$ cat src/hw/rtl/scpc_pkg.sv
// Package for the servo channel position control core.
// Holds field widths, request and register codes, stack control structs
// and the position clamp. No dependencies.
package scpc_pkg;

  localparam int unsigned SAVE_DEPTH_DEF = 8;

  localparam int unsigned REQ_W    = 3;
  localparam int unsigned ANGLE_W  = 12;
  localparam int unsigned POFF_W   = 12;
  localparam int unsigned CHAN_W   = 5;
  localparam int unsigned PULSE_W  = 12;
  localparam int unsigned POS_W    = 11;
  localparam int unsigned TRIM_W   = 10;
  localparam int unsigned LIMIT_W  = 9;
  localparam int unsigned WIDE_W   = 14;
  localparam int unsigned CFG_IDX_W  = 3;
  localparam int unsigned CFG_DATA_W = 10;

  localparam logic signed [WIDE_W-1:0] POS_MIN    = -14'sd1000;
  localparam logic signed [WIDE_W-1:0] POS_MAX    = 14'sd1000;
  localparam logic signed [WIDE_W-1:0] ANGLE_LO   = -14'sd2048;
  localparam logic signed [WIDE_W-1:0] ANGLE_HI   = 14'sd2047;
  localparam logic signed [WIDE_W-1:0] TENTHS     = 14'sd10;
  localparam logic [PULSE_W-1:0]       PULSE_MID  = 12'd1500;

  typedef enum logic [REQ_W-1:0] {
    REQ_SET_ANGLE = 3'd0,
    REQ_ADD_ANGLE = 3'd1,
    REQ_ADD_PULSE = 3'd2,
    REQ_CENTER    = 3'd3,
    REQ_SAVE      = 3'd4,
    REQ_RESTORE   = 3'd5,
    REQ_CLEAR     = 3'd6
  } req_type_t;

  typedef enum logic [CFG_IDX_W-1:0] {
    CFG_CHANNEL_ID = 3'd0,
    CFG_TRIM       = 3'd1,
    CFG_INVERT_DIR = 3'd2,
    CFG_MIN_ANGLE  = 3'd3,
    CFG_MAX_ANGLE  = 3'd4
  } cfg_index_t;

  typedef struct packed {
    logic                    push;
    logic                    pop;
    logic signed [POS_W-1:0] wdata;
  } stack_ctl_t;

  typedef struct packed {
    logic                    empty;
    logic                    full;
    logic signed [POS_W-1:0] top;
  } stack_sts_t;

  function automatic logic signed [POS_W-1:0] clamp_pos(input logic signed [WIDE_W-1:0] p);
    logic signed [WIDE_W-1:0] c;
    c = p;
    if (p < POS_MIN) begin
      c = POS_MIN;
    end else if (p > POS_MAX) begin
      c = POS_MAX;
    end
    return c[POS_W-1:0];
  endfunction

endpackage

$ cat src/hw/rtl/scpc_in_if.sv
// Request channel interface for the servo channel core.
// Depends on scpc_pkg for field widths.
interface scpc_in_if import scpc_pkg::*; ();
  logic                     valid;
  logic                     ready;
  logic [REQ_W-1:0]         req_type;
  logic signed [ANGLE_W-1:0] angle_value;
  logic signed [POFF_W-1:0]  pulse_offset;

  modport source (output valid, req_type, angle_value, pulse_offset, input ready);
  modport sink   (input valid, req_type, angle_value, pulse_offset, output ready);
endinterface

$ cat src/hw/rtl/scpc_out_if.sv
// Result channel interface for the servo channel core.
// Depends on scpc_pkg for field widths.
interface scpc_out_if import scpc_pkg::*; ();
  logic               valid;
  logic               ready;
  logic [CHAN_W-1:0]  out_channel;
  logic [PULSE_W-1:0] pulse_us;
  logic               changed_flag;
  logic               angle_rejected;
  logic               save_full;

  modport source (output valid, out_channel, pulse_us, changed_flag, angle_rejected,
                  save_full, input ready);
  modport sink   (input valid, out_channel, pulse_us, changed_flag, angle_rejected,
                  save_full, output ready);
endinterface

$ cat src/hw/rtl/scpc_cfg_if.sv
// Configuration write channel interface for the servo channel core.
// Depends on scpc_pkg for index and data widths.
interface scpc_cfg_if import scpc_pkg::*; ();
  logic                  valid;
  logic                  ready;
  logic [CFG_IDX_W-1:0]  index;
  logic [CFG_DATA_W-1:0] data;

  modport source (output valid, index, data, input ready);
  modport sink   (input valid, index, data, output ready);
endinterface

$ cat src/hw/rtl/servo_channel_position_control_core.sv
// Servo channel position control core: top level.
// Requests pass the input register and then the result register; one request per
// cycle unless out_if stalls; the state update is one compare/add/clamp pass.
// Reset: synchronous active-low rst_n clears position, angle, flags, stack count and
// restores the default register values; the save store needs no clearing pass.
module servo_channel_position_control_core import scpc_pkg::*; #(
  parameter int unsigned SAVE_DEPTH = SAVE_DEPTH_DEF
) (
  input logic        clk,
  input logic        rst_n,
  scpc_in_if.sink    in_if,
  scpc_out_if.source out_if,
  scpc_cfg_if.sink   cfg_if
);

  // configuration registers
  logic [CHAN_W-1:0]          cfg_chan_r;
  logic signed [TRIM_W-1:0]   cfg_trim_r;
  logic                       cfg_inv_r;
  logic signed [LIMIT_W-1:0]  cfg_min_r;
  logic signed [LIMIT_W-1:0]  cfg_max_r;

  assign cfg_if.ready = 1'b1;

  always_ff @(posedge clk) begin
    if (!rst_n) begin
      cfg_chan_r <= '0;
      cfg_trim_r <= '0;
      cfg_inv_r  <= 1'b0;
      cfg_min_r  <= -9'sd90;
      cfg_max_r  <= 9'sd90;
    end else if (cfg_if.valid) begin
      case (cfg_index_t'(cfg_if.index))
        CFG_CHANNEL_ID: cfg_chan_r <= cfg_if.data[CHAN_W-1:0];
        CFG_TRIM:       cfg_trim_r <= cfg_if.data[TRIM_W-1:0];
        CFG_INVERT_DIR: cfg_inv_r  <= cfg_if.data[0];
        CFG_MIN_ANGLE:  cfg_min_r  <= cfg_if.data[LIMIT_W-1:0];
        CFG_MAX_ANGLE:  cfg_max_r  <= cfg_if.data[LIMIT_W-1:0];
        default: begin
        end
      endcase
    end
  end

  // input register stage
  logic                      s1_valid_r;
  logic [REQ_W-1:0]          s1_req_r;
  logic signed [ANGLE_W-1:0] s1_angle_r;
  logic signed [POFF_W-1:0]  s1_poff_r;
  logic                      out_valid_r;
  logic                      out_free;
  logic                      fire;

  assign out_free    = !out_valid_r || out_if.ready;
  assign fire        = s1_valid_r && out_free;
  assign in_if.ready = !s1_valid_r || out_free;

  always_ff @(posedge clk) begin
    if (!rst_n) begin
      s1_valid_r <= 1'b0;
    end else if (in_if.ready) begin
      s1_valid_r <= in_if.valid;
    end
  end

  always_ff @(posedge clk) begin
    if (in_if.ready && in_if.valid) begin
      s1_req_r   <= in_if.req_type;
      s1_angle_r <= in_if.angle_value;
      s1_poff_r  <= in_if.pulse_offset;
    end
  end

  // channel state
  logic signed [ANGLE_W-1:0] angle_r, angle_nxt;
  logic signed [POS_W-1:0]   pos_r, pos_nxt;
  logic                      changed_r, changed_nxt;
  logic                      rejected;
  logic                      full_flag;
  stack_ctl_t                stk_ctl;
  stack_sts_t                stk_sts;

  logic signed [WIDE_W-1:0]  cand;
  logic signed [WIDE_W-1:0]  lo_lim, hi_lim;
  logic signed [WIDE_W-1:0]  trim_w;
  logic signed [WIDE_W-1:0]  ang_pos;
  logic signed [WIDE_W-1:0]  off_pos;
  logic                      ang_ok;

  always_comb begin
    trim_w  = WIDE_W'(cfg_trim_r);
    lo_lim  = WIDE_W'(cfg_min_r) * TENTHS;
    hi_lim  = WIDE_W'(cfg_max_r) * TENTHS;
    if (req_type_t'(s1_req_r) == REQ_ADD_ANGLE) begin
      cand = WIDE_W'(angle_r) + WIDE_W'(s1_angle_r);
    end else begin
      cand = WIDE_W'(s1_angle_r);
    end
    ang_ok = (cand >= ANGLE_LO) && (cand <= ANGLE_HI) && (cand >= lo_lim) && (cand <= hi_lim);
    ang_pos = cfg_inv_r ? (-cand - trim_w) : (cand + trim_w);
    off_pos = cfg_inv_r ? (WIDE_W'(pos_r) - WIDE_W'(s1_poff_r))
                        : (WIDE_W'(pos_r) + WIDE_W'(s1_poff_r));

    angle_nxt     = angle_r;
    pos_nxt       = pos_r;
    changed_nxt   = changed_r;
    rejected      = 1'b0;
    full_flag     = 1'b0;
    stk_ctl.push  = 1'b0;
    stk_ctl.pop   = 1'b0;
    stk_ctl.wdata = pos_r;

    case (req_type_t'(s1_req_r))
      REQ_SET_ANGLE, REQ_ADD_ANGLE: begin
        if (ang_ok) begin
          angle_nxt   = cand[ANGLE_W-1:0];
          pos_nxt     = clamp_pos(ang_pos);
          changed_nxt = 1'b1;
        end else begin
          rejected = 1'b1;
        end
      end
      REQ_ADD_PULSE: begin
        pos_nxt = clamp_pos(off_pos);
        if (s1_poff_r != '0) begin
          changed_nxt = 1'b1;
        end
      end
      REQ_CENTER: begin
        pos_nxt     = clamp_pos(cfg_inv_r ? -trim_w : trim_w);
        changed_nxt = 1'b1;
      end
      REQ_SAVE: begin
        if (stk_sts.full) begin
          full_flag = 1'b1;
        end else begin
          stk_ctl.push = fire;
        end
      end
      REQ_RESTORE: begin
        if (!stk_sts.empty) begin
          stk_ctl.pop = fire;
          pos_nxt     = stk_sts.top;
          if (stk_sts.top != pos_r) begin
            changed_nxt = 1'b1;
          end
        end
      end
      REQ_CLEAR: begin
        changed_nxt = 1'b0;
      end
      default: begin
      end
    endcase
  end

  always_ff @(posedge clk) begin
    if (!rst_n) begin
      angle_r   <= '0;
      pos_r     <= '0;
      changed_r <= 1'b0;
    end else if (fire) begin
      angle_r   <= angle_nxt;
      pos_r     <= pos_nxt;
      changed_r <= changed_nxt;
    end
  end

  scpc_stack #(
    .DEPTH (SAVE_DEPTH)
  ) u_stack (
    .clk   (clk),
    .rst_n (rst_n),
    .ctl   (stk_ctl),
    .sts   (stk_sts)
  );

  // result register
  logic [CHAN_W-1:0]  res_chan_r;
  logic [PULSE_W-1:0] res_pulse_r;
  logic               res_changed_r;
  logic               res_rej_r;
  logic               res_full_r;

  always_ff @(posedge clk) begin
    if (!rst_n) begin
      out_valid_r <= 1'b0;
    end else if (fire) begin
      out_valid_r <= 1'b1;
    end else if (out_if.ready) begin
      out_valid_r <= 1'b0;
    end
  end

  always_ff @(posedge clk) begin
    if (fire) begin
      res_chan_r    <= cfg_chan_r;
      res_pulse_r   <= PULSE_W'(pos_nxt) + PULSE_MID;
      res_changed_r <= changed_nxt;
      res_rej_r     <= rejected;
      res_full_r    <= full_flag;
    end
  end

  assign out_if.valid          = out_valid_r;
  assign out_if.out_channel    = res_chan_r;
  assign out_if.pulse_us       = res_pulse_r;
  assign out_if.changed_flag   = res_changed_r;
  assign out_if.angle_rejected = res_rej_r;
  assign out_if.save_full      = res_full_r;

endmodule

$ cat src/hw/rtl/scpc_stack.sv
// Bounded LIFO of saved positions: memory plus top and second-entry registers.
// Depends on scpc_pkg for the control and status structs.
module scpc_stack import scpc_pkg::*; #(
  parameter int unsigned DEPTH = SAVE_DEPTH_DEF
) (
  input  logic       clk,
  input  logic       rst_n,
  input  stack_ctl_t ctl,
  output stack_sts_t sts
);

  localparam int unsigned CW = $clog2(DEPTH + 1);
  localparam int unsigned AW = (DEPTH > 1) ? $clog2(DEPTH) : 1;
  localparam logic [CW-1:0] DEPTH_C = CW'(DEPTH);
  localparam logic [CW-1:0] TWO_C   = CW'(2);

  logic signed [POS_W-1:0] mem [DEPTH];
  logic [CW-1:0]           count_r, count_nxt;
  logic signed [POS_W-1:0] top_r;
  logic signed [POS_W-1:0] second_r;
  logic [CW-1:0]           rd_idx;

  always_comb begin
    count_nxt = count_r;
    if (ctl.push) begin
      count_nxt = count_r + CW'(1);
    end else if (ctl.pop) begin
      count_nxt = count_r - CW'(1);
    end
    rd_idx = count_nxt - TWO_C;
  end

  always_ff @(posedge clk) begin
    if (!rst_n) begin
      count_r <= '0;
    end else begin
      count_r <= count_nxt;
    end
  end

  // second_r tracks the entry just below the top
  always_ff @(posedge clk) begin
    if (ctl.push) begin
      mem[count_r[AW-1:0]] <= ctl.wdata;
      top_r <= ctl.wdata;
    end else if (ctl.pop) begin
      top_r <= second_r;
    end
    second_r <= mem[rd_idx[AW-1:0]];
  end

  assign sts.empty = (count_r == '0);
  assign sts.full  = (count_r == DEPTH_C);
  assign sts.top   = top_r;

endmodule
$ cat src/flat_wrapper.sv
// flat-port wrapper written by rule: the top's interface ports become plain ports
module servo_channel_position_control_core_flat import scpc_pkg::*;
#(
  parameter int unsigned SAVE_DEPTH = SAVE_DEPTH_DEF
)
  (clk, rst_n, in_if_valid, in_if_req_type, in_if_angle_value, in_if_pulse_offset, in_if_ready, out_if_valid, out_if_out_channel, out_if_pulse_us, out_if_changed_flag, out_if_angle_rejected, out_if_save_full, out_if_ready, cfg_if_valid, cfg_if_index, cfg_if_data, cfg_if_ready);
  scpc_in_if in_if_i ();
  scpc_out_if out_if_i ();
  scpc_cfg_if cfg_if_i ();
  input logic clk;
  input logic rst_n;
  input wire logic [$bits(in_if_i.valid)-1:0] in_if_valid;
  input wire logic [$bits(in_if_i.req_type)-1:0] in_if_req_type;
  input wire logic [$bits(in_if_i.angle_value)-1:0] in_if_angle_value;
  input wire logic [$bits(in_if_i.pulse_offset)-1:0] in_if_pulse_offset;
  output wire logic [$bits(in_if_i.ready)-1:0] in_if_ready;
  output wire logic [$bits(out_if_i.valid)-1:0] out_if_valid;
  output wire logic [$bits(out_if_i.out_channel)-1:0] out_if_out_channel;
  output wire logic [$bits(out_if_i.pulse_us)-1:0] out_if_pulse_us;
  output wire logic [$bits(out_if_i.changed_flag)-1:0] out_if_changed_flag;
  output wire logic [$bits(out_if_i.angle_rejected)-1:0] out_if_angle_rejected;
  output wire logic [$bits(out_if_i.save_full)-1:0] out_if_save_full;
  input wire logic [$bits(out_if_i.ready)-1:0] out_if_ready;
  input wire logic [$bits(cfg_if_i.valid)-1:0] cfg_if_valid;
  input wire logic [$bits(cfg_if_i.index)-1:0] cfg_if_index;
  input wire logic [$bits(cfg_if_i.data)-1:0] cfg_if_data;
  output wire logic [$bits(cfg_if_i.ready)-1:0] cfg_if_ready;
  assign in_if_i.valid = in_if_valid;
  assign in_if_i.req_type = in_if_req_type;
  assign in_if_i.angle_value = in_if_angle_value;
  assign in_if_i.pulse_offset = in_if_pulse_offset;
  assign in_if_ready = in_if_i.ready;
  assign out_if_valid = out_if_i.valid;
  assign out_if_out_channel = out_if_i.out_channel;
  assign out_if_pulse_us = out_if_i.pulse_us;
  assign out_if_changed_flag = out_if_i.changed_flag;
  assign out_if_angle_rejected = out_if_i.angle_rejected;
  assign out_if_save_full = out_if_i.save_full;
  assign out_if_i.ready = out_if_ready;
  assign cfg_if_i.valid = cfg_if_valid;
  assign cfg_if_i.index = cfg_if_index;
  assign cfg_if_i.data = cfg_if_data;
  assign cfg_if_ready = cfg_if_i.ready;
  servo_channel_position_control_core #(.SAVE_DEPTH(SAVE_DEPTH)) u_core (.clk(clk), .rst_n(rst_n), .in_if(in_if_i), .out_if(out_if_i), .cfg_if(cfg_if_i));
endmodule
$ cat config.mk
export PLATFORM = sky130hd
export DESIGN_NAME = servo_channel_position_control_core_flat
export DESIGN_NICKNAME = d
export VERILOG_FILES = /design/src/hw/rtl/scpc_pkg.sv /design/src/hw/rtl/scpc_in_if.sv /design/src/hw/rtl/scpc_out_if.sv /design/src/hw/rtl/scpc_cfg_if.sv /design/src/hw/rtl/servo_channel_position_control_core.sv /design/src/hw/rtl/scpc_stack.sv /design/src/flat_wrapper.sv
export SDC_FILE = /design/constraint.sdc
export NUM_CORES = 1
export LEC_CHECK = 0
export BUFFER_PORTS_ARGS = -buffer_cell sky130_fd_sc_hd__clkbuf_2
export CORE_MARGIN = 2
export CORE_UTILIZATION = 55
export CTS_CLUSTER_DIAMETER = 30
export DETAILED_ROUTE_END_ITERATION = 8
export HOLD_SLACK_MARGIN = 0.02
export PLACE_DENSITY_LB_ADDON = 0.2
export SETUP_SLACK_MARGIN = 0.05
export SYNTH_ARGS = -nofsm -noshare
export SYNTH_HDL_FRONTEND = slang
export SYNTH_SLANG_ARGS = --single-unit
$ cat constraint.sdc
create_clock -name clk -period 7.45 [get_ports clk]
set_input_delay 0.745 -clock clk [delete_from_list [all_inputs] [get_ports clk]]
set_output_delay 0.745 -clock clk [all_outputs]
set_load 0.05 [all_outputs]
Yosys cells after proc, flatten, opt, wreduce, memory -nomap -nowiden
Memory sizes are Yosys's and may differ from the RTL's. A register that Yosys moved wholly into a read port is not among the register bits.
Cells that the tools add are included.
{ "word_totals": {"out_inout_bits": 23, "ff_bits": 122, "memories": 1, "word_cells": 110, "in_bits": 45, "ramBits": 88} }
{ "classes": {"multipliers": 2, "reduce_logical": 22, "addsub": 11, "eq_ne": 12, "n_lt_le_gt_ge": 10, "mux": 32} }
{ "memory_table": {"columns": ["memory", "words", "word_bits", "read_ports", "rd_ports_with_merged_regs", "write_ports", "line", "rtl"], "rows": [
  ["u_core.u_stack.mem", 8, 11, 1, 1, 1, "scpc_stack.sv:17", "logic signed [POS_W-1:0] mem [DEPTH];"]
]} }
{ "op_table": {"columns": ["cell", "n"], "rows": [
  ["$mux 11", 10],
  ["$mux 14", 4],
  ["$pmux 11 s4", 1],
  ["$gt 14x11->1 const B", 3],
  ["$lt 14x11->1 const B", 3],
  ["$mul 9x4->13 const B", 2],
  ["$add 14x10->14", 1],
  ["$ge 14x12->1 const B", 1],
  ["$ge 14x14->1", 1],
  ["$le 14x12->1 const B", 1],
  ["$le 14x14->1", 1],
  ["$mux 1", 14],
  ["$neg 10->14", 1],
  ["$neg 14->14", 1],
  ["$sub 14x10->14", 1],
  ["$add 11x12->13", 1],
  ["$add 12x12->13", 1],
  ["$sub 11x12->13", 1],
  ["$add 12x11->12 const B", 1],
  ["$eq 3x2->1 const B", 4],
  ["$eq 3x3->1 const B", 4],
  ["$reduce_bool 12->1", 1],
  ["$ne 11x11->1", 1],
  ["$reduce_and 2->1", 5],
  ["other kinds (15)", 25]
]} }

Logic depth before layout (Yosys ltp)
Gate-level depths: netlist (run 1).
{ "depth": {"ltp_word": 11, "mapped_depth": 30, "ltp_nobuf": 30} }

Cells and area by module
A second synthesis (run 1) with hierarchy kept.
{ "hier_totals": {"cells_unflattened": 1476, "area_unflattened_um2": 14635.3} }
{ "by_module_without_submodules": {"columns": ["module", "seq_area_each_um2", "area_each_um2", "n_inst", "cells_each"], "rows": [
  ["servo_channel_position_control_core", 2612.5, 10151.0, 1, 1227],
  ["scpc_stack", 3273.1, 4484.3, 1, 249]
]} }

Least setup slack after synthesis (run 1)
No wires, ideal clock.
{ "synth_timing": {"kind": "register to register", "from": "register u_core.s1_angle_r[0]", "to": "register u_core.res_pulse_r[10], in the netlist u_core.out_if.pulse_us[10] (data pin)", "setup_time_ps": 266, "path_slack_ps": 1269, "synth_period_minus_slack_ps": 6181, "path_buffers": 0, "stages_incl_launch_ff": 26, "arrival_time_ps": 5916, "t_required_ps": 7184, "cell_sequence": "edfxtp_1 ha_1 inv_1 fa_1 nor2b_1 o31ai_2 a211o_1 and3_1 nor2_1 ha_1 ha_1 or4_1 o22ai_1 xnor2_1 or2_2 a41o_1 o211a_1 mux2_4 a311o_1 and2_1 inv_1 ha_1 inv_1 o41a_1 o31ai_2 xor2_1"} }
{ "synth_via": {"elab_chain_len": 11, "elab_cells_between_ends": 20, "cone_classes": "5 x add/sub; 6 x order compare; 6 x mux; 3 x reduce/logical"} }
{ "synth_rtl": {"columns": ["element", "line", "rtl"], "rows": [
  ["from (decl)", "servo_channel_position_control_core.sv:48", "logic signed [ANGLE_W-1:0] s1_angle_r;"],
  ["from (signal assigned)", "servo_channel_position_control_core.sv:69", "s1_angle_r <= in_if.angle_value;"],
  ["$add 12x12->13", "servo_channel_position_control_core.sv:95", "cand = WIDE_W'(angle_r) + WIDE_W'(s1_angle_r);"],
  ["$mux 14 *", "servo_channel_position_control_core.sv:94", "if (req_type_t'(s1_req_r) == REQ_ADD_ANGLE) begin"],
  ["$neg 14->14", "servo_channel_position_control_core.sv:100", "ang_pos = cfg_inv_r ? (-cand - trim_w) : (cand + trim_w);"],
  ["$sub 14x10->14", "servo_channel_position_control_core.sv:100", null],
  ["$mux 14", "servo_channel_position_control_core.sv:100", null],
  ["$gt 14x11->1", "scpc_pkg.sv:62", "end else if (p > POS_MAX) begin"],
  ["$mux 11", "scpc_pkg.sv:62", null],
  ["$mux 11", "scpc_pkg.sv:60", "if (p < POS_MIN) begin"],
  ["$mux 11 *", "servo_channel_position_control_core.sv:115", "if (ang_ok) begin"],
  ["$pmux 11 s4 *", "servo_channel_position_control_core.sv:113", "case (req_type_t'(s1_req_r))"],
  ["$add 12x11->12 *", "servo_channel_position_control_core.sv:198", "res_pulse_r <= PULSE_W'(pos_nxt) + PULSE_MID;"],
  ["to (signal assigned)", "servo_channel_position_control_core.sv:198", null],
  ["to (decl)", "servo_channel_position_control_core.sv:180", "logic [PULSE_W-1:0] res_pulse_r;"]
]} }
Every way passes the cells marked *; elsewhere a longest branch is shown, timed or not.
A chain may end at the register's enable or synchronous reset.

Worst setup path in the final report (run 1)
{ "layout_timing": {"from": "register u_core.angle_r[0]", "to": "register u_core.res_pulse_r[10], in the netlist u_core.out_if.pulse_us[10] (data pin)"} }
{ "layout_via": {"elab_chain_len": 11, "elab_cells_between_ends": 20, "cone_classes": "5 x add/sub; 6 x order compare; 6 x mux; 3 x reduce/logical"} }
{ "layout_rtl": {"columns": ["element", "line", "rtl"], "rows": [
  ["from (decl)", "servo_channel_position_control_core.sv:75", "logic signed [ANGLE_W-1:0] angle_r, angle_nxt;"],
  ["from (signal assigned)", "servo_channel_position_control_core.sv:163", "angle_r <= angle_nxt;"],
  ["$add 12x12->13 *", "servo_channel_position_control_core.sv:95", null],
  ["$mux 14 *", "servo_channel_position_control_core.sv:94", null],
  ["$neg 14->14", "servo_channel_position_control_core.sv:100", null],
  ["$sub 14x10->14", "servo_channel_position_control_core.sv:100", null],
  ["$mux 14", "servo_channel_position_control_core.sv:100", null],
  ["$gt 14x11->1", "scpc_pkg.sv:62", null],
  ["$mux 11", "scpc_pkg.sv:62", null],
  ["$mux 11", "scpc_pkg.sv:60", null],
  ["$mux 11 *", "servo_channel_position_control_core.sv:115", null],
  ["$pmux 11 s4 *", "servo_channel_position_control_core.sv:113", null],
  ["$add 12x11->12 *", "servo_channel_position_control_core.sv:198", null]
]} }
Marked as above.

==> results of run 1 <==
-- logic make-up after synthesis --
group	synth area share
xor gates and xnor gates	0.05072
DFF	0.4157
adders and majority gates	0.1057
buffers and inverters	0.03526
other	0.0002648
muxes	0.05779
and+or+nand+nor	0.1591
AOI/OAI and AO/OA	0.1756
-- per-stage QoR --
stage | worst slack, ns | hold slack, ns | cells | cell area, sq um | util
after floorplan | 1.269 | 0.4076 | 1447 | 14160 | -
after global placement | 0.7112 | 0.4113 | 1821 | 14930 | 0.5913
after CTS | 0.5412 | 0.3771 | 1906 | 16490 | 0.6528
after global routing | 0.1547 | 0.3833 | 1907 | 16490 | 0.6531
after detailed placement | 0.5560 | 0.4178 | 1821 | 14930 | 0.5913
final | 0.7026 | 0.3944 | 1907 | 16490 | 0.6531
-- cell usage in the layout (no fill, tap or decap), drive strengths merged, types with 36 or more instances in the layout --
| cell | count |
|---|---|
| nand2 | 161 |
| edfxtp | 146 |
| clkbuf | 128 |
| a21oi | 118 |
| nor2 | 115 |
| ha | 110 |
| inv | 83 |
| dfxtp | 75 |
| o21ai | 60 |
| xnor2 | 51 |
| mux2i | 36 |
-- critical path, cell delays in order, from the launching register on --
cell and delay [ns]:
dfxtp_1 0.33, ha_1 0.20, inv_1 0.07, fa_1 0.38, nor2b_1 0.22, o31ai_2 0.15, a211o_1 0.36, and3_1 0.25
nor2_1 0.27, ha_1 0.37, ha_1 0.26, or4_1 0.51, o22ai_1 0.24, xnor2_1 0.18, mux2i_1 0.12, nor3_1 0.19
o2bb2ai_1 0.13, a31o_2 0.15, nor4_4 0.06, mux2_4 0.31, a311o_1 0.36, and2_1 0.22, inv_1 0.09, ha_1 0.19
inv_1 0.05, o41a_1 0.47, o31ai_2 0.26, xor2_1 0.09
-- where the power goes --
group          internal [W]  switching [W]
registers           0.00135      0.0000409
logic              0.000248       0.000389
clock network       0.00136       0.000639
total               0.00296        0.00107
-- worst min path at each step --
stage               slack (ns)                   from                            to  depth (start not counted)
finish                    0.39  in_if_angle_value[11]         u_core.s1_angle_r[11]                          1
global route              0.38  in_if_pulse_offset[4]           u_core.s1_poff_r[4]                          1
CTS                       0.38  in_if_angle_value[11]         u_core.s1_angle_r[11]                          1
detailed placement        0.42   u_core.cfg_chan_r[4]  u_core.out_if.out_channel[4]                          0
global placement          0.41   u_core.cfg_chan_r[4]  u_core.out_if.out_channel[4]                          0
floorplan                 0.41   u_core.cfg_chan_r[0]  u_core.out_if.out_channel[0]                          0
-- cell type report --
cell class / count / area [sq um] / share of cell area
inverter: 80 / 302.8 / 0.01836
timing repair buffer: 93 / 533.0 / 0.03232
sequential: 221 / 5886 / 0.3569
clock inverter: 23 / 250.2 / 0.01517
clock buffer: 62 / 1304 / 0.07905
multi-input combinational: 1098 / 7805 / 0.4732
tap: 330 / 412.9 / 0.02503
-- what timing repair did --
action	in CTS	in global routing
hold endpoints to repair	0	0
setup endpoints to repair	0	1
hold buffers	0	0
setup buffers	0	1
-- cell usage after synthesis, drive strengths merged (24+ instances only) --
cell type and n:
nand2 161, edfxtp 146, a21oi 118, nor2 115, ha 110, inv 78
dfxtp 75, o21ai 60, xnor2 51, clkbuf 39, mux2i 36, a211oi 34
nand3 33, xor2 31, nor3 28, nor2b 24
-- per-layer routing --
layer / global-route usage / vias to the layer above
met1: 0.3454 / 5345
met3: 0.03767 / 88
met4: 0.1063 / 0
met2: 0.4724 / 342
li1: - / 5538
met5: 0 / -
-- registers in the layout (all words and copies together), names as in the netlist, 5 cells and up --
name	count
u_core.s1_poff_r	12
u_core.u_stack.top_r	11
u_core.cfg_trim_r	10
u_core.out_if.pulse_us	12
u_core.u_stack.second_r	11
u_core.s1_angle_r	12
u_core.angle_r	12
u_core.cfg_chan_r	5
u_core.cfg_max_r	9
u_core.u_stack.mem	88
u_core.pos_r	11
u_core.cfg_min_r	9
u_core.out_if.out_channel	5
==> summary.md, run 1 <==
| Metric | Value |
|---|---|
| Clk slew on worst S/H paths | `roughly 0.040 ns` |
| Clock network latency to the later pin of the worst-skew pair | `around 0.54 ns` |
| CTS tree | `done` |
| Fillcell total | `between 2000 and 2500` |
| EDFF count, synth | `146` |
| Max_cap viols | `0` |
| Met3 wire length | `approximately 1700 um` |
| Crit. End Element | `flop` |
| CORE AREA | `about 25000 sq um` |
| RR Endpoint | `u_core.out_if.pulse_us[10]` |
| CTS max path bufs | `3` |
| WL per Instance | `between 15 and 20 um` |
| Register area share after synthesis | `0.4157` |
| Max Used Layer | `met4` |
| TNS Setup | `0 ns` |
| Via density | `between 5 and 6` |
| Top cells by area, synth | `edfxtp_1 (31%), dfxtp_1 (11%), ha_1 (9.7%), nand2_1 (4.3%), a21oi_1 (4.2%)` |
| Die Y-Extent | `between 150 and 200 um` |
| CP Class | `flop to flop` |
| HP Class | `input pin to flop` |
| Antenna viol nets, final | `0` |
| Syn-to-layout area delta | `16.48%` |
| Total power | `between 0.004 and 0.005 W` |
| Met2 wire length | `17680 um` |
| Initial antenna violation count | `0` |
| Max Slew Vio Count | `0` |
| # H-tree levels | `2` |
| Post-Syn Area | `14160 sq um` |
| Initial drt markers | `816` |
| Share of cells above drive strength 1 | `0.1547` |
| Num ports | `68` |
| Global route overflow | `0` |
| Avg Cell Area, Syn | `9.786 sq um` |
| Synth Register Bits | `221` |
| Crit-path max FO | `8` |
| Largest net degree at the start of global routing | `54` |
| TritonRoute pass-1 iters | `5` |
| Starting Density | `0.5607` |
| Worst Path Required | `roughly 7.7 ns` |
| Ant. Diodes | `0` |
| Total GRT Usage | `0.2725` |
| Peak supply drop | `0.0002362 V` |
| Row cnt | `58` |
| Final HPWL DP | `~27000 um` |
| P_leak | `6.647 nW` |
| Ys async rst share | `0` |
| Synth top area share | `0.3096` |
| Post-CTS Resized | `0` |
| Die W | `~160 um` |
| Synth warnings | `0` |
| Worst-Margin Slew | `about 1.1 ns` |
| Cells after synthesis | `~1400` |
| Die area | `between 20000 and 30000 sq um` |
| DRT met1 WL | `around 15000 um` |
| Tcrit/Tclk final | `0.9057` |
| First-pass GRT wire length | `57700 um` |
| Minimum clock period after layout | `approximately 6.7 ns` |
| PwrDens | `244.2 nW/um^2` |
| Vias in the first global route | `11010` |
| GPL Wtd Cong | `0.9068` |
| Yosys cell types | `94` |
| Fin. Hold Viols | `0` |
| Root Buffer | `clkbuf_16` |
| IO Port Bufs | `66` |
| Final WL | `36190 um` |
| Yosys top cell by area | `edfxtp_1` |
| CTS sink count | `roughly 220` |
| DR DRC count | `0` |
| Crit path DAT | `roughly 7 ns` |
| Top FF cell, synth | `edfxtp_1` |
| Synth Net Count | `about 1600` |
| F_max | `148.2 MHz` |
| R2R cell count | `27` |
| Crit path to | `u_core.out_if.pulse_us[10]` |
| Crit path from | `u_core.angle_r[0]` |
| Nets@finish | `approximately 1700` |
| Clock Skews | `0.02217 ns` |
| Vias | `around 11000` |
| R2R Setup Slk | `roughly 0.7 ns` |
| Critical Path Start Type | `flop` |
| Status | `finished, final reports clean` |
| RSZ-0062 raised after global routing | `false` |
| RR Startpoint | `u_core.angle_r[0]` |
| Slew headroom | `0.2735` |
| Final setup vio count | `0` |
| CTS Buf Count | `46` |
Note: power is estimated with default switching activity, not from simulation.
==> run 2, diff against run 1 <==
--- a/config.mk
+++ b/config.mk
@@ -5,11 +5,11 @@
 export SDC_FILE = /design/constraint.sdc
 export NUM_CORES = 1
 export LEC_CHECK = 0
-export BUFFER_PORTS_ARGS = -buffer_cell sky130_fd_sc_hd__clkbuf_2
 export CORE_MARGIN = 2
-export CORE_UTILIZATION = 55
+export CORE_UTILIZATION = 48
 export CTS_CLUSTER_DIAMETER = 30
 export DETAILED_ROUTE_END_ITERATION = 8
+export DONT_BUFFER_PORTS = 1
 export HOLD_SLACK_MARGIN = 0.02
 export PLACE_DENSITY_LB_ADDON = 0.2
 export SETUP_SLACK_MARGIN = 0.05
==> run 2 against run 1 <==
Compared with the run above:
- worst hold slack lost 0.090 ns
- count of clock-buffer cells in the layout shrank 13
- clock skew grew 0.0062 ns
- first-iteration DRC count grew 4.2%
- critical path type unchanged
- largest power group unchanged
- highest routed layer unchanged
==> summary.md, run 2 (same netlist as run 1, synthesis figures left out) <==
| Metric | Value |
|---|---|
| Row cnt | `62 (was 58)` |
| Num ports | `68 (unchanged)` |
| Min Hold Slack | `0.3044 ns (was 0.3944 ns)` |
| Peak supply drop | `0.0001773 V (was 0.0002362 V)` |
| Syn-to-layout area delta | `14.31% (was 16.48%)` |
| F_max | `146.0 MHz (was 148.2 MHz)` |
| Fin. Hold Viols | `0 (unchanged)` |
| DR DRC count | `0 (unchanged)` |
| Ant. Diodes | `0 (unchanged)` |
| PwrDens | `242.7 nW/um^2 (was 244.2 nW/um^2)` |
| Status | `finished, final reports clean (unchanged)` |
| Int Pwr | `0.002851 W (was 0.002960 W)` |
| Crit. End Element | `flop (unchanged)` |
| Number of flip-flops in the largest register | `88 (unchanged)` |
| Hold-fix buffers, CTS | `0 (unchanged)` |
| CTS Buf Count | `42 (was 46)` |
| Post-CTS Resized | `0 (unchanged)` |
| Total GRT Usage | `0.2376 (was 0.2725)` |
| Comb power frac | `0.151 (was 0.158)` |
| IO Port Bufs | `0 (was 66)` |
| Vias | `11130 (was 11310)` |
| Final HPWL DP | `27310 um (was 26650 um)` |
| GPL Wtd Cong | `0.8933 (was 0.9068)` |
| Share of cells above drive strength 1 | `0.1212 (was 0.1547)` |
| Slew headroom | `0.1898 (was 0.2735)` |
| Minimum clock period after layout | `6.848 ns (was 6.747 ns)` |
| Fillcell total | `2574 (was 2053)` |
| Die Y-Extent | `175.8 um (was 164.5 um)` |
| Commonest non-fill, non-tap cell in the layout | `nand2_1 (unchanged)` |
| Crit path DAT | `7.10 ns (was 7.01 ns)` |
| Initial drt markers | `850 (was 816)` |
| Clock Skews | `0.02837 ns (was 0.02217 ns)` |
| Switching portion of total power | `0.2742 (was 0.2652)` |
| Via density | `5.876 (was 5.932)` |
| CTS sink count | `221 (unchanged)` |
| Final setup vio count | `0 (unchanged)` |
| Most frequent cells in the layout | `nand2_1 (161), edfxtp_1 (146), a21oi_1 (118) (unchanged)` |
| WL per Instance | `19.34 um (was 18.98 um)` |
| Vias in the first global route | `10900 (was 11010)` |
| Max Slew Vio Count | `0 (unchanged)` |
| Clock Power Share | `0.488 (was 0.497)` |
| RSZ-0062 raised after global routing | `false (unchanged)` |
| Nets@finish | `1637 (was 1701)` |
| TritonRoute pass-1 iters | `5 (unchanged)` |
| Worst-Margin Slew | `1.211 ns (was 1.088 ns)` |
| Worst Path Required | `7.70 ns (was 7.71 ns)` |
| Crit-path max FO | `8 (unchanged)` |
| Clock network latency to the later pin of the worst-skew pair | `0.54 ns (about the same)` |
| Antenna viol nets, final | `0 (unchanged)` |
| Root Buffer | `clkbuf_16 (unchanged)` |
| Tcrit/Tclk final | `0.9192 (was 0.9057)` |
| CTS max path bufs | `3 (unchanged)` |
| Initial antenna violation count | `0 (unchanged)` |
| Pre-CTS WS | `0.4314 ns (was 0.5560 ns)` |
| P_sw | `0.001077 W (was 0.001068 W)` |
| CP Class | `flop to flop (unchanged)` |
| Seq pwr share | `0.361 (was 0.345)` |
| PnR worst setup slack | `0.6022 ns (was 0.7026 ns)` |
| Critical Path Start Type | `flop (unchanged)` |
| Final WL | `36620 um (was 36190 um)` |
| Die W | `175.8 um (was 164.5 um)` |
| # H-tree levels | `2 (unchanged)` |
| Largest net degree at the start of global routing | `54 (unchanged)` |
| Global route overflow | `0 (unchanged)` |
| CTS tree | `done (unchanged)` |
| TNS Setup | `0 ns (unchanged)` |
| First-pass GRT wire length | `58020 um (was 57700 um)` |
| CORE AREA | `28860 sq um (was 25250 sq um)` |
| Clk slew on worst S/H paths | `0.05 ns (was 0.04 ns)` |
| P_leak | `6.347 nW (was 6.647 nW)` |
| Max_cap viols | `0 (unchanged)` |
| Starting Density | `0.4907 (was 0.5607)` |
| HP Class | `input pin to flop (unchanged)` |
| Die area | `30890 sq um (was 27040 sq um)` |
| Setup Fix Bufs, Post-CTS | `0 (unchanged)` |
| R2R Setup Slk | `0.60 ns (was 0.70 ns)` |
-- run 2: cell types whose count changed in the layout (fill, tap and decap cells not counted), sizes merged --
cell,before,now
clkbuf,128,49
buf,27,33
clkinvlp,2,5
clkinv,14,16
bufinv,4,5
-- run 2: area by class of cell --
type                    instances  area, sq um  share of cell area
clock inverters                29        355.3             0.02195
clock buffers                  49         1119             0.06910
flip-flops and latches        221         5886              0.3636
multi-input cells            1098         7796              0.4816
repair buffers                 33        247.7             0.01530
inverters                      80        302.8             0.01871
well taps                     384        480.5             0.02968
-- run 2: worst max-delay path, cell delays in order (launching register included) --
cell	delay, ns
edfxtp_1	0.34
ha_1	0.21
inv_1	0.07
fa_1	0.38
nor2b_1	0.24
o31ai_2	0.16
a211o_1	0.37
and3_1	0.25
nor2_1	0.26
ha_1	0.36
ha_1	0.26
or4_1	0.50
o22ai_1	0.25
inv_1	0.09
o221ai_1	0.11
a2111oi_1	0.14
nor3b_2	0.46
mux2_4	0.37
a311o_1	0.37
and2_1	0.22
inv_1	0.09
ha_1	0.18
inv_1	0.04
o41a_1	0.47
o31ai_2	0.27
xor2_1	0.10
-- run 2: path summary, 6_finish.rpt --
| check | from | end | cells after the start |
|---|---|---|---|
| max reg2reg | u_core.s1_angle_r[0] | u_core.out_if.pulse_us[10] | 25 |
| max | u_core.s1_angle_r[0] | u_core.out_if.pulse_us[10] | 25 |
| min | rst_n | u_core.cfg_max_r[3] | 1 |
| min reg2reg | u_core.cfg_chan_r[4] | u_core.out_if.out_channel[4] | 0 |
-- run 2: through the flow --
step	instances	area [sq um]	power (W)	util
after detailed placement	1813	14690	0.002023	0.5091
after floorplan	1447	14160	0.001874	-
final	1894	16190	0.003929	0.5609
after CTS	1891	16160	0.003946	0.5601
after global routing	1894	16190	0.004085	0.5609
after global placement	1813	14690	0.002012	0.5091
-- run 2: power groups by stage --
stage	clock [W]	sequential (W)	combinational, W
after global routing	0.00200	0.00142	0.000659
after global placement	0	0.00144	0.000571
after detailed placement	0	0.00144	0.000581
final	0.00192	0.00142	0.000592
after CTS	0.00194	0.00142	0.000585
after floorplan	0	0.00142	0.000452
-- run 2: layer usage --
| layer | track usage | share of wire |
|---|---|---|
| met5 | 0 | 0 |
| met1 | 0.3051 | 0.44 |
| met2 | 0.4090 | 0.48 |
| met4 | 0.07989 | 0.029 |
| met3 | 0.03788 | 0.050 |
==> run 3, diff against run 2 <==
--- a/config.mk
+++ b/config.mk
@@ -6,7 +6,7 @@
 export NUM_CORES = 1
 export LEC_CHECK = 0
 export CORE_MARGIN = 2
-export CORE_UTILIZATION = 48
+export CORE_UTILIZATION = 40
 export CTS_CLUSTER_DIAMETER = 30
 export DETAILED_ROUTE_END_ITERATION = 8
 export DONT_BUFFER_PORTS = 1
==> constraint.sdc (replaced) <==
create_clock -name clk -period 7.1 [get_ports clk]
set_input_delay 0.71 -clock clk [delete_from_list [all_inputs] [get_ports clk]]
set_output_delay 0.71 -clock clk [all_outputs]
set_load 0.05 [all_outputs]
==> run 3 against run 2 <==
Compared with the run above:
- non-clock buffer count increased by 2
- die area is 20% higher
- largest cell class unchanged
- sequential power increased by 5%
- clock power up 39%
- worst hold slack got worse by 0.072 ns
==> summary.md, run 3 (same netlist as run 1, synthesis figures left out) <==
| Metric | Value |
|---|---|
| Tcrit/Tclk final | `0.9274 (was 0.9192)` |
| Post-route cell area | `16850 sq um (was 16190 sq um)` |
| Fin util | `0.4853 (was 0.5609)` |
| TNS Setup | `0 ns (unchanged)` |
| RR Startpoint | `u_core.s1_angle_r[4] (was u_core.s1_angle_r[0])` |
| Largest net degree at the start of global routing | `54 (unchanged)` |
| Crit-path max FO | `7 (was 8)` |
| Nets@finish | `1650 (was 1637)` |
| Final setup vio count | `0 (unchanged)` |
| Hold Path Depth | `0 (was 1)` |
| Hold-fix buffers, CTS | `0 (unchanged)` |
| CORE AREA | `34710 sq um (was 28860 sq um)` |
| Cells after DPL | `1889 (was 1813)` |
| Number of flip-flops in the largest register | `88 (unchanged)` |
| Slew headroom | `0.2116 (was 0.1898)` |
| Initial antenna violation count | `0 (unchanged)` |
| Max_cap viols | `0 (unchanged)` |
| Worst Path Required | `7.41 ns (was 7.70 ns)` |
| Antenna viol nets, final | `0 (unchanged)` |
| Final std cells w/o fill | `1988 (was 1894)` |
| Fin. Hold Viols | `0 (unchanged)` |
| Total GRT Usage | `0.2128 (was 0.2376)` |
| Clock network latency to the later pin of the worst-skew pair | `0.57 ns (was 0.54 ns)` |
| Num ports | `68 (unchanged)` |
| WL per Instance | `19.40 um (was 19.34 um)` |
| RSZ-0062 raised after global routing | `false (unchanged)` |
| Final HPWL DP | `28760 um (was 27310 um)` |
| Crit. End Element | `flop (unchanged)` |
| CTS sink count | `221 (unchanged)` |
| Minimum clock period after layout | `6.585 ns (was 6.848 ns)` |
| Global route overflow | `0 (unchanged)` |
| Ant. Diodes | `0 (unchanged)` |
| Vias | `11130 (about the same)` |
| Starting Density | `0.4079 (was 0.4907)` |
| PwrDens | `284.4 nW/um^2 (was 242.7 nW/um^2)` |
| Crit path from | `u_core.s1_angle_r[4] (was u_core.s1_angle_r[0])` |
| Crit path DAT | `6.90 ns (was 7.10 ns)` |
| Hold Path Origin | `in_if_req_type[0] (was rst_n)` |
| # H-tree levels | `2 (unchanged)` |
| CTS tree | `done (unchanged)` |
| Syn-to-layout area delta | `18.97% (was 14.31%)` |
| Status | `finished, final reports clean (unchanged)` |
| Worst-Margin Slew | `1.174 ns (was 1.211 ns)` |
| F_max | `151.9 MHz (was 146.0 MHz)` |
| CTS Buf Count | `53 (was 42)` |
| Peak supply drop | `0.0002716 V (was 0.0001773 V)` |
| GPL Wtd Cong | `0.8906 (was 0.8933)` |
| R2R cell count | `27 (was 25)` |
| TritonRoute pass-1 iters | `5 (unchanged)` |
| Total power | `0.004791 W (was 0.003929 W)` |
| Clk slew on worst S/H paths | `0.05 ns (about the same)` |
| Setup Fix Bufs, Post-CTS | `0 (unchanged)` |
| Clock Skews | `0.02303 ns (was 0.02837 ns)` |
| HP Class | `input pin to flop (unchanged)` |
| Root Buffer | `clkbuf_16 (unchanged)` |
| Cell Area, Placed | `14830 sq um (was 14690 sq um)` |
| Initial drt markers | `654 (was 850)` |
| First-pass GRT wire length | `60460 um (was 58020 um)` |
| Via density | `5.599 (was 5.876)` |
| Crit-path most repeated cell | `ha_1` |
| Die area | `36920 sq um (was 30890 sq um)` |
| Die Y-Extent | `192.1 um (was 175.8 um)` |
| Slowest-stage cell, CP | `o41a_1 (was or4_1)` |
| Die W | `192.1 um (was 175.8 um)` |
| Share of cells above drive strength 1 | `0.1331 (was 0.1212)` |
| P_leak | `6.596 nW (was 6.347 nW)` |
| Vias in the first global route | `11060 (was 10900)` |
| Row cnt | `68 (was 62)` |
| Max Slew Vio Count | `0 (unchanged)` |
| DR DRC count | `0 (unchanged)` |
| IO Port Bufs | `0 (unchanged)` |
| Critical Path Start Type | `flop (unchanged)` |
| CP Class | `flop to flop (unchanged)` |
| Commonest non-fill, non-tap cell in the layout | `nand2_1 (unchanged)` |
| Most frequent cells in the layout | `nand2_1 (161), edfxtp_1 (146), a21oi_1 (117) (was nand2_1 (161), edfxtp_1 (146), a21oi_1 (118))` |
| Slowest Stage Delay on Critical Path | `0.47 ns (was 0.50 ns)` |
| Final WL | `38580 um (was 36620 um)` |
| CTS max path bufs | `3 (unchanged)` |
## run 3: cell types whose count changed in the layout (fill, tap and decap cells not counted), moves of 2 or more
cell        before  now
buf_4           33   35
clkbuf_16       43   53
clkinv_1         4    8
bufinv_16        5   14
clkinvlp_4       5    8
clkinv_2         6    2
clkbuf_8         2    4
clkinv_8         2    0
## run 3: power by group
| part | internal, W | total (W) | switching (W) |
|---|---|---|---|
| registers | 0.00142 | 0.00149 | 0.0000729 |
| clock network | 0.00191 | 0.00267 | 0.000762 |
| logic | 0.000252 | 0.000627 | 0.000375 |
| total | 0.00358 | 0.00479 | 0.00121 |
## run 3: repair_timing
item | 4_1_cts | 5_1_grt
resized for setup | 0 | 4
setup endpoints to repair | 0 | 1
hold endpoints to repair | 0 | 0
## run 3: layout make-up
cell class	count	area, sq um
clock buffer	62	1400
clock inverter	37	595.6
fill	3231	17870
inverter	80	302.8
multi-input combinational	1098	7830
sequential	221	5886
tap	455	569.3
timing repair buffer	35	262.8
## run 3: metrics by stage
step | setup WS (ns) | hold WS, ns
after detailed placement | 0.4388 | 0.4203
final | 0.5151 | 0.2325
after global routing | 0.06441 | 0.2109
after global placement | 0.6265 | 0.4123
after CTS | 0.4368 | 0.2043
after floorplan | 0.9186 | 0.4076
## run 3: per-layer routing
metal / wire, um / global-route usage / share of wire
met5: 0 / 0 / 0
met4: 1176 / 0.08074 / 0.030
met3: 2146 / 0.03490 / 0.056
met2: 18360 / 0.3596 / 0.48
met1: 16890 / 0.2727 / 0.44
## run 3: final timing paths
path                                   to  slack (ns)
max            u_core.out_if.pulse_us[10]        0.52
max reg2reg    u_core.out_if.pulse_us[10]        0.52
min                    u_core.s1_req_r[0]        0.23
min reg2reg  u_core.out_if.out_channel[3]        0.43
## run 3: worst max-delay path, delay by kind of cell (launching register included)
kind                     cells  cell delay, ns
AND/OR/NAND/NOR              5            0.80
adder cells (fa/ha/maj)      4            1.31
AO/OA/AOI/OAI               13            3.16
flip-flops                   1            0.42
buffers and inverters        2            0.13
XOR/XNOR                     2            0.25
multiplexers                 1            0.28
